File: config.mk
export PLATFORM = sky130hd
export DESIGN_NAME = rvjb_ctrl
export DESIGN_NICKNAME = d
export VERILOG_FILES = /design/src/design/rvjb_pkg.sv /design/src/design/rvjb_ctrl.sv
export SDC_FILE = /design/constraint.sdc
export NUM_CORES = 1
export LEC_CHECK = 0
export BUFFER_PORTS_ARGS = -buffer_cell sky130_fd_sc_hd__buf_2
export CAP_MARGIN = 40
export CELL_PAD_IN_SITES_DETAIL_PLACEMENT = 1
export CELL_PAD_IN_SITES_GLOBAL_PLACEMENT = 1
export CORE_MARGIN = 1
export CORE_UTILIZATION = 24
export CTS_CLUSTER_DIAMETER = 30
export DETAILED_ROUTE_END_ITERATION = 10
export GPL_TIMING_DRIVEN = 0
export PLACE_DENSITY = 0.67
export SYNTH_ARGS = -nofsm -noshare
export SYNTH_HDL_FRONTEND = slang
export SYNTH_SLANG_ARGS = --single-unit
File: constraint.sdc
create_clock -name clk_i -period 1.4 [get_ports clk_i]
set_input_delay 0.28 -clock clk_i [delete_from_list [all_inputs] [get_ports clk_i]]
set_output_delay 0.28 -clock clk_i [all_outputs]
set_load 0.05 [all_outputs]
File: src/design/rvjb_pkg.sv
package rvjb_pkg;

  localparam int unsigned RX_COUNT = 4;
  localparam int unsigned RX_IDX_W = (RX_COUNT > 1) ? $clog2(RX_COUNT) : 1;
  localparam int unsigned SLOTS    = 21;
  localparam int unsigned SLOT_W   = 5;

  localparam logic [SLOT_W-1:0] LAST_SLOT = SLOT_W'(SLOTS - 1);
  localparam logic [SLOT_W:0]   MAX_AHEAD = 6'd18;
  localparam logic [9:0]        ERR_RESET = 10'd999;
  localparam int unsigned       CFG_ADDR_W = 4;

  localparam logic [12:0] JITTER_RESET = 13'd100;
  localparam logic [7:0]  PERIOD_RESET = 8'd20;
  localparam logic [15:0] END_RESET    = 16'd1000;

  typedef enum logic [1:0] {
    ACT_HDR   = 2'd0,
    ACT_FRAME = 2'd1,
    ACT_TICK  = 2'd2,
    ACT_NONE  = 2'd3
  } action_e;

  typedef enum logic [1:0] {
    KIND_HDR     = 2'd0,
    KIND_VOICE   = 2'd1,
    KIND_SILENCE = 2'd2,
    KIND_END     = 2'd3
  } kind_e;

  typedef enum logic [1:0] {
    CFG_JITTER = 2'd0,
    CFG_PERIOD = 2'd1,
    CFG_ENDTO  = 2'd2,
    CFG_SPARE  = 2'd3
  } cfg_idx_e;

  typedef struct packed {
    logic [1:0]  action;
    logic [3:0]  receiver;
    logic [15:0] stream_id;
    logic [31:0] header_tag;
    logic [6:0]  seq;
    logic [7:0]  errors;
    logic [63:0] frame_low;
    logic [31:0] frame_high;
    logic [3:0]  frame_len;
    logic [9:0]  tick_ms;
  } in_item_t;

  typedef struct packed {
    logic [1:0]  kind;
    logic [63:0] frame_low_res;
    logic [31:0] frame_high_res;
    logic [3:0]  source_receiver;
    logic        last;
  } res_item_t;

  typedef struct packed {
    logic load;
    logic hdr_open;
    logic hdr_upd;
    logic frame;
    logic init_step;
    logic tick;
    logic push_hdr;
    logic rel_end;
    logic rel_item;
    logic flush;
  } dp_cmd_t;

  typedef struct packed {
    logic [1:0] action;
    logic       rx_ok;
    logic       listening;
    logic       end_expire;
    logic       init_done;
    logic       rel_go;
    logic       rel_endonly;
    logic       header_sent;
  } dp_stat_t;

  function automatic logic [15:0] sat_add(input logic [15:0] a, input logic [9:0] b);
    logic [16:0] s;
    s = {1'b0, a} + {7'b0, b};
    return s[16] ? 16'hFFFF : s[15:0];
  endfunction

endpackage

File: src/design/rvjb_ctrl.sv
module rvjb_ctrl (
  input  logic               clk_i,
  input  logic               rst_ni,
  input  logic               start_i,
  input  rvjb_pkg::dp_stat_t stat_i,
  output rvjb_pkg::dp_cmd_t  cmd_o,
  output logic               busy_o
);
  import rvjb_pkg::*;

  typedef enum logic [4:0] {
    S_IDLE  = 5'b00001,
    S_DEC   = 5'b00010,
    S_INIT  = 5'b00100,
    S_REL   = 5'b01000,
    S_FLUSH = 5'b10000
  } state_e;

  state_e state_q, state_d;

  assign busy_o = (state_q != S_IDLE);

  always_comb begin
    cmd_o   = '0;
    state_d = state_q;
    unique case (state_q)
      S_IDLE: begin
        if (start_i) begin
          cmd_o.load = 1'b1;
          state_d    = S_DEC;
        end
      end
      S_DEC: begin
        priority if (stat_i.action == ACT_HDR && stat_i.rx_ok && stat_i.listening) begin
          cmd_o.hdr_open = 1'b1;
          state_d        = S_INIT;
        end else if (stat_i.action == ACT_HDR && stat_i.rx_ok) begin
          cmd_o.hdr_upd = 1'b1;
          state_d       = S_IDLE;
        end else if (stat_i.action == ACT_FRAME && stat_i.rx_ok) begin
          cmd_o.frame = 1'b1;
          state_d     = S_IDLE;
        end else if (stat_i.action == ACT_TICK) begin
          cmd_o.tick = 1'b1;
          priority if (stat_i.end_expire) state_d = S_FLUSH;
          else if (stat_i.listening)      state_d = S_IDLE;
          else                            state_d = S_REL;
        end else begin
          state_d = S_IDLE;
        end
      end
      S_INIT: begin
        cmd_o.init_step = 1'b1;
        if (stat_i.init_done) state_d = S_IDLE;
      end
      S_REL: begin
        // header goes out once, then the same slot is looked at again
        priority if (!stat_i.rel_go) begin
          state_d = S_FLUSH;
        end else if (!stat_i.header_sent) begin
          cmd_o.push_hdr = 1'b1;
        end else if (stat_i.rel_endonly) begin
          cmd_o.rel_end = 1'b1;
          state_d       = S_FLUSH;
        end else begin
          cmd_o.rel_item = 1'b1;
        end
      end
      S_FLUSH: begin
        cmd_o.flush = 1'b1;
        state_d     = S_IDLE;
      end
      default: state_d = S_IDLE;
    endcase
  end

  always_ff @(posedge clk_i or negedge rst_ni) begin
    if (!rst_ni) begin
      state_q <= S_IDLE;
    end else begin
      state_q <= state_d;
    end
  end

endmodule

==> results of run 1 <==
logic make-up after synthesis:
group | Yosys count | share of synthesized area [%]
AO/OA/AOI/OAI | 8 | 20.1
XOR/XNOR | 1 | 2.27
buffers and inverters | 4 | 5.84
flip-flops | 5 | 32.8
AND/OR/NAND/NOR | 29 | 39.0
per-layer routing:
layer | routed length, µm | part of all wire [%] | up-vias
met2 | 879 | 56 | 17
met4 | 13 | 0.82 | 0
met5 | 0 | 0 | -
li1 | - | - | 259
met3 | 58 | 3.7 | 2
met1 | 627 | 40 | 262
report_power, final:
group	internal [mW]	switching, mW	leakage [nW]	total, mW
combinational	0.410	0.469	0.340	0.879
clock	0.109	0.0741	0.0150	0.183
sequential	0.184	0.0273	0.0640	0.212
total	0.703	0.570	0.419	1.27
through the flow:
step	power, mW	hold slack, ns	setup WS, ns	util (%)
2_1_floorplan	0.604	-0.0156	-0.381	-
3_3_place_gp	0.700	0.0967	-0.533	38.5
3_5_place_dp	0.709	0.100	-0.522	38.5
4_1_cts	1.04	0.247	-0.669	51.3
5_1_grt	1.34	0.238	-0.659	61.0
6_report	1.27	0.242	-0.594	61.0
worst max-delay path by stage:
stage,from,to,slack [ns]
after CTS,state_q[0],cmd_o[8],-0.67
after global routing,state_q[2],cmd_o[8],-0.66
after floorplan,state_q[4],cmd_o[3],-0.38
after detailed placement,state_q[4],cmd_o[1],-0.52
final,state_q[2],cmd_o[8],-0.59
after global placement,state_q[4],cmd_o[8],-0.53
area by class of cell:
class | instances | share of cell area, %
Clock buffer | 4 | 2.86
Timing Repair Buffer | 42 | 39.8
Inverter | 3 | 1.63
Multi-Input combinational cell | 38 | 39.6
Sequential cell | 5 | 13.9
Tap cell | 16 | 2.18
synth_stat cells (all sizes together):
library cell / count / area (µm²)
nor4: 1 / 6.26
xor2: 1 / 8.76
nor3b: 1 / 7.51
o2bb2ai: 1 / 8.76
nor2: 9 / 33.8
a31oi: 1 / 6.26
nor2b: 1 / 6.26
nand2: 6 / 22.5
inv: 3 / 11.3
nand3: 2 / 10.0
buf: 1 / 11.3
a22o: 1 / 8.76
or3: 1 / 6.26
o22ai: 1 / 12.5
nand2b: 2 / 12.5
a2111o: 1 / 11.3
o221ai: 1 / 15.0
dfrtp: 4 / 100
o31ai: 1 / 7.51
and3: 3 / 18.8
dfstp: 1 / 26.3
nor3: 3 / 26.3
o21bai: 1 / 7.51
repair_timing:
item,CTS,global route
resized for setup,32,15
endpoints found under the setup margin,15,15
hold buffers,1,0
buffers inserted,7,12
endpoints found under the hold margin,4,0
pin swaps,9,6
==> results.md, run 1 <==
- Status: finished with violations
- Failing checks: setup timing
- Peak supply drop: 0.00115 V
- Buffers added on ports: 22
- Worst slew pin tran: 0.376 ns
- H-tree Lvls: 1
- DRC viols: 0
- Final Critical Period: 1.99 ns
- FF+latch area: 128 µm²
- Total Routing Usage GR: 16.1%
- Die boundary width: 42.1 µm
- Worst r2r src: state_q[2]
- R2R Setup Slk: -0.30 ns
- Sinks on Clock Net: 5
- Crit path buffers/inverters: 1
- Avg Synthesized Cell Area: 8.20 µm²
- Hold WC Path Type: in2reg
- NumNets Final: 105
- Setup Viol. Count Final: 15
- Vias per inst: 5.00
- Power per cell area: 1390 nW/µm²
- CP Capture Type: primary output
- Hold Crit Depth: 2
- Initial core utilization: 25.6%
- CTS tree: yes
- CTS Buf Count: 3
- Critical path arrival: 1.71 ns
- Cells after Synth: 47
- Drt pass-1 iters: 4
- M2 GR Usage: 26.3%
- #FFs+latches synth: 5
- Vias: 540
- PnR worst setup slack: -0.594 ns
- Fin cells: 108
- Number of nets with antenna violations after routing: 0
- Clock Latency Late Sink: 0.25 ns
- GPL Wtd Cong: 0.711
- Hold Crit Endpoint: state_q[3]
- CP startpoint kind: flip-flop
- Area post-placement: 579 µm²
- Area of the multi-input gates: 364 µm²
- Ant diodes: 0
- Layout area overhead: 138%
- Crit path largest cell delay: 0.40 ns
- Clock-pin slew on the worst setup and hold paths: 0.05 ns
- Largest register FFs: 5
- Top reg by flops: state_q
- Cell area after layout: 918 µm²
- Root Buffer: clkbuf_4
- Syn Nets: 59
- Routed Wire Length: 1.58 mm
- Most frequent cells in the layout: buf_4, buf_2, buf_6
- Data required, critical path: 1.12 ns
- Hold path startpoint: stat_i[4]
- Global-route wire length before repair: 2.24 mm
- Met1 GRT Util: 22.2%
- Crit path max-delay family: simple AND/OR/NAND/NOR gates
- Crit path max-delay cell type: dfrtp_1
- Core ar.: 1510 µm²
- Sequential fraction of the synthesis area: 32.8%
- Initial antenna violation count: 0
- Fin Setup TNS: -5.35 ns
- Placed Instances: 85
- Synth warn: 0
- Grt total ovfl: 0
- Crit. path cell count: 4
- Filler cells: 183
- Deepest clock path buffer count: 2
- CP Class: reg2out
- FF-to-FF path depth: 6
- Most common cell after layout, fill and taps aside: buf_4
- Routed len/inst: 14.6 µm
- Cell Chain, Critical Path: or3_4 -> nor3_4 -> and3_4 -> buf_8
- Largest net degree at the start of global routing: 8
- Final worst path period share: 142%
- Met3 GRT Util: 3.02%
- Biggest regs: state_q: 5 flops
- Slew Limit Fails: 0
- Max-slew headroom at the worst pin: 74.9%
- Busiest grt layer: met2
- RR Endpoint: state_q[2]
- Post-synth cell types: 24
- Layout cell share with drive strength beyond 1: 73.9%
- Achievable Freq: 502 MHz
- Die Ht: 42.1 µm
- Mapped cell area: 385 µm²
- Leakage power: 0.419 nW
- RSZ-0062 raised after global routing: true
- Vias in the first global route: 502
- Row count: 14
- Ports: 23
- DRT iter0 DRCs: 2
- Die area: 1770 µm²
- CP Max Fanout: 5
- Total of max-cap violations: 0
- Fin Clk Skew: 0.00299 ns
- Final hold vios: 0
No activity file was read; power rests on OpenSTA's default activity.
==> run 2: changes to the inputs <==
CTS_BUF_LIST = sky130_fd_sc_hd__clkbuf_16   (was default)
==> run 2 against run 1 <==
Power is 25% higher. Global-route usage up 2.5 points. Clock-buffer cell count is 1 lower. Via count rose by 1.1%. Design area increased by 7.4%. Sequential share of layout area down 0.95 points. The run still ends with setup timing left. First-iteration DRC count grew to 3.0 times the previous value. Critical endpoint unchanged. Maximum frequency is 1.5% lower. Critical path depth is the same.
==> results.md, run 2 (synthesis results as in run 1) <==
- Status: finished with violations
- Failing checks: setup timing
- Most common cell after layout, fill and taps aside: buf_4
- CP startpoint kind: flip-flop
- Grt total ovfl: 0
- NumNets Final: 106
- Achievable Freq: 494 MHz
- Root Buffer: clkbuf_16
- Vias: 546
- Initial antenna violation count: 0
- Clock Latency Late Sink: 0.23 ns
- Drt pass-1 iters: 3
- Crit. path cell count: 4
- Vias per inst: 5.01
- Top reg by flops: state_q
- DRT iter0 DRCs: 6
- Final worst path period share: 145%
- Layout area overhead: 156%
- Total Routing Usage GR: 18.7%
- Setup Viol. Count Final: 15
- Row count: 14
- Worst r2r src: state_q[2]
- GPL Wtd Cong: 0.711
- Biggest regs: state_q: 5 flops
- Routed Wire Length: 1.82 mm
- CTS tree: yes
- Crit path max-delay cell type: or3_4
- Buffers added on ports: 22
- Clock-pin slew on the worst setup and hold paths: 0.03 ns
- Largest net degree at the start of global routing: 8
- Routed len/inst: 16.7 µm
- Data required, critical path: 1.12 ns
- Fin cells: 109
- CP Class: reg2out
- Vias in the first global route: 534
- CTS Buf Count: 3
- Die area: 1770 µm²
- Slew Limit Fails: 0
- Area of the multi-input gates: 368 µm²
- Die Ht: 42.1 µm
- Initial core utilization: 25.6%
- Ant diodes: 0
- H-tree Lvls: 1
- Crit path max-delay family: simple AND/OR/NAND/NOR gates
- CP Max Fanout: 4
- Critical path arrival: 1.74 ns
- Number of nets with antenna violations after routing: 0
- Crit path buffers/inverters: 1
- Global-route wire length before repair: 2.46 mm
- RR Endpoint: state_q[2]
- Die boundary width: 42.1 µm
- FF+latch area: 128 µm²
- Largest register FFs: 5
- RSZ-0062 raised after global routing: true
- Placed Instances: 85
- Core ar.: 1510 µm²
- Hold path startpoint: stat_i[3]
- Deepest clock path buffer count: 2
- Leakage power: 0.453 nW
- Worst setup path start: state_q[2]
- Worst slew pin tran: 0.312 ns
- DRC viols: 0
- Layout cell share with drive strength beyond 1: 74.2%
- Most frequent cells in the layout: buf_4, buf_2, buf_6
- Fin Clk Skew: 0.00306 ns
- Total of max-cap violations: 0
- FF-to-FF path depth: 6
- Filler cells: 163
- Peak supply drop: 0.00112 V
- Max-slew headroom at the worst pin: 79.1%
- Final Critical Period: 2.02 ns
- Power per cell area: 1610 nW/µm²
- R2R Setup Slk: -0.34 ns
- Ports: 23
- Utilization after layout: 65.4%
- PnR worst setup slack: -0.624 ns
- Hold WC Path Type: in2reg
- Cell Chain, Critical Path: or3_4 -> nor3_4 -> and3_4 -> buf_8
- Sinks on Clock Net: 5
- CP Capture Type: primary output
- Crit path largest cell delay: 0.44 ns
- Crit path to: cmd_o[8]
- Final hold vios: 0
## run 2: worst min-delay path by stage
| stage | end | slack (ns) | depth (start not counted) |
|---|---|---|---|
| after detailed placement | state_q[3] | 0.10 | 1 |
| after CTS | state_q[3] | 0.26 | 2 |
| after global routing | state_q[2] | 0.28 | 2 |
| after global placement | state_q[1] | 0.1 | 1 |
| after floorplan | state_q[1] | -0.02 | 0 |
| final | state_q[2] | 0.27 | 2 |
## run 2: area by class of cell
type | instances | area share [%]
repair buffers | 43 | 38.2
multi-input cells | 38 | 37.3
flip-flops and latches | 5 | 12.9
clock buffers | 3 | 7.61
well taps | 16 | 2.03
inverters | 3 | 1.52
clock inverters | 1 | 0.381
## run 2: repair_timing
item | CTS | global route
buffers inserted | 7 | 13
endpoints found under the setup margin | 15 | 15
endpoints found under the hold margin | 4 | 0
hold buffers | 1 | 0
pin swaps | 9 | 8
gates resized for setup | 35 | 14
## run 2: worst reg2reg max path, cell delays in order (launching register included)
cell and delay [ns]:
dfrtp_1 0.41, or3_4 0.44, nor3_4 0.27, and3_4 0.25, buf_4 0.11, buf_6 0.08
o21bai_1 0.10
## run 2: power breakdown
part / internal (mW) / switching [mW]
Combinational: 0.413 / 0.478
Clock: 0.371 / 0.108
Sequential: 0.185 / 0.0338
## run 2: per-stage QoR
| step | power (mW) | TNS (ns) | instance area, µm² | hold slack, ns | setup slack [ns] |
|---|---|---|---|---|---|
| after floorplan | 0.604 | -3.14 | 449 | -0.0156 | -0.381 |
| after global placement | 0.700 | -3.99 | 579 | 0.0967 | -0.533 |
| after detailed placement | 0.709 | -4.04 | 579 | 0.100 | -0.522 |
| after CTS | 1.39 | -5.79 | 841 | 0.260 | -0.653 |
| after global routing | 1.65 | -6.95 | 986 | 0.285 | -0.692 |
| final | 1.59 | -5.99 | 986 | 0.275 | -0.624 |
## run 2: metal layers
| layer | vias up | wire, µm | global-route usage, % |
|---|---|---|---|
| met2 | 16 | 1000 | 30.9 |
| met3 | 2 | 41 | 3.02 |
| met4 | 0 | 16 | 7.50 |
| li1 | 260 | - | - |
| met1 | 268 | 760 | 24.1 |
| met5 | - | 0 | 0 |
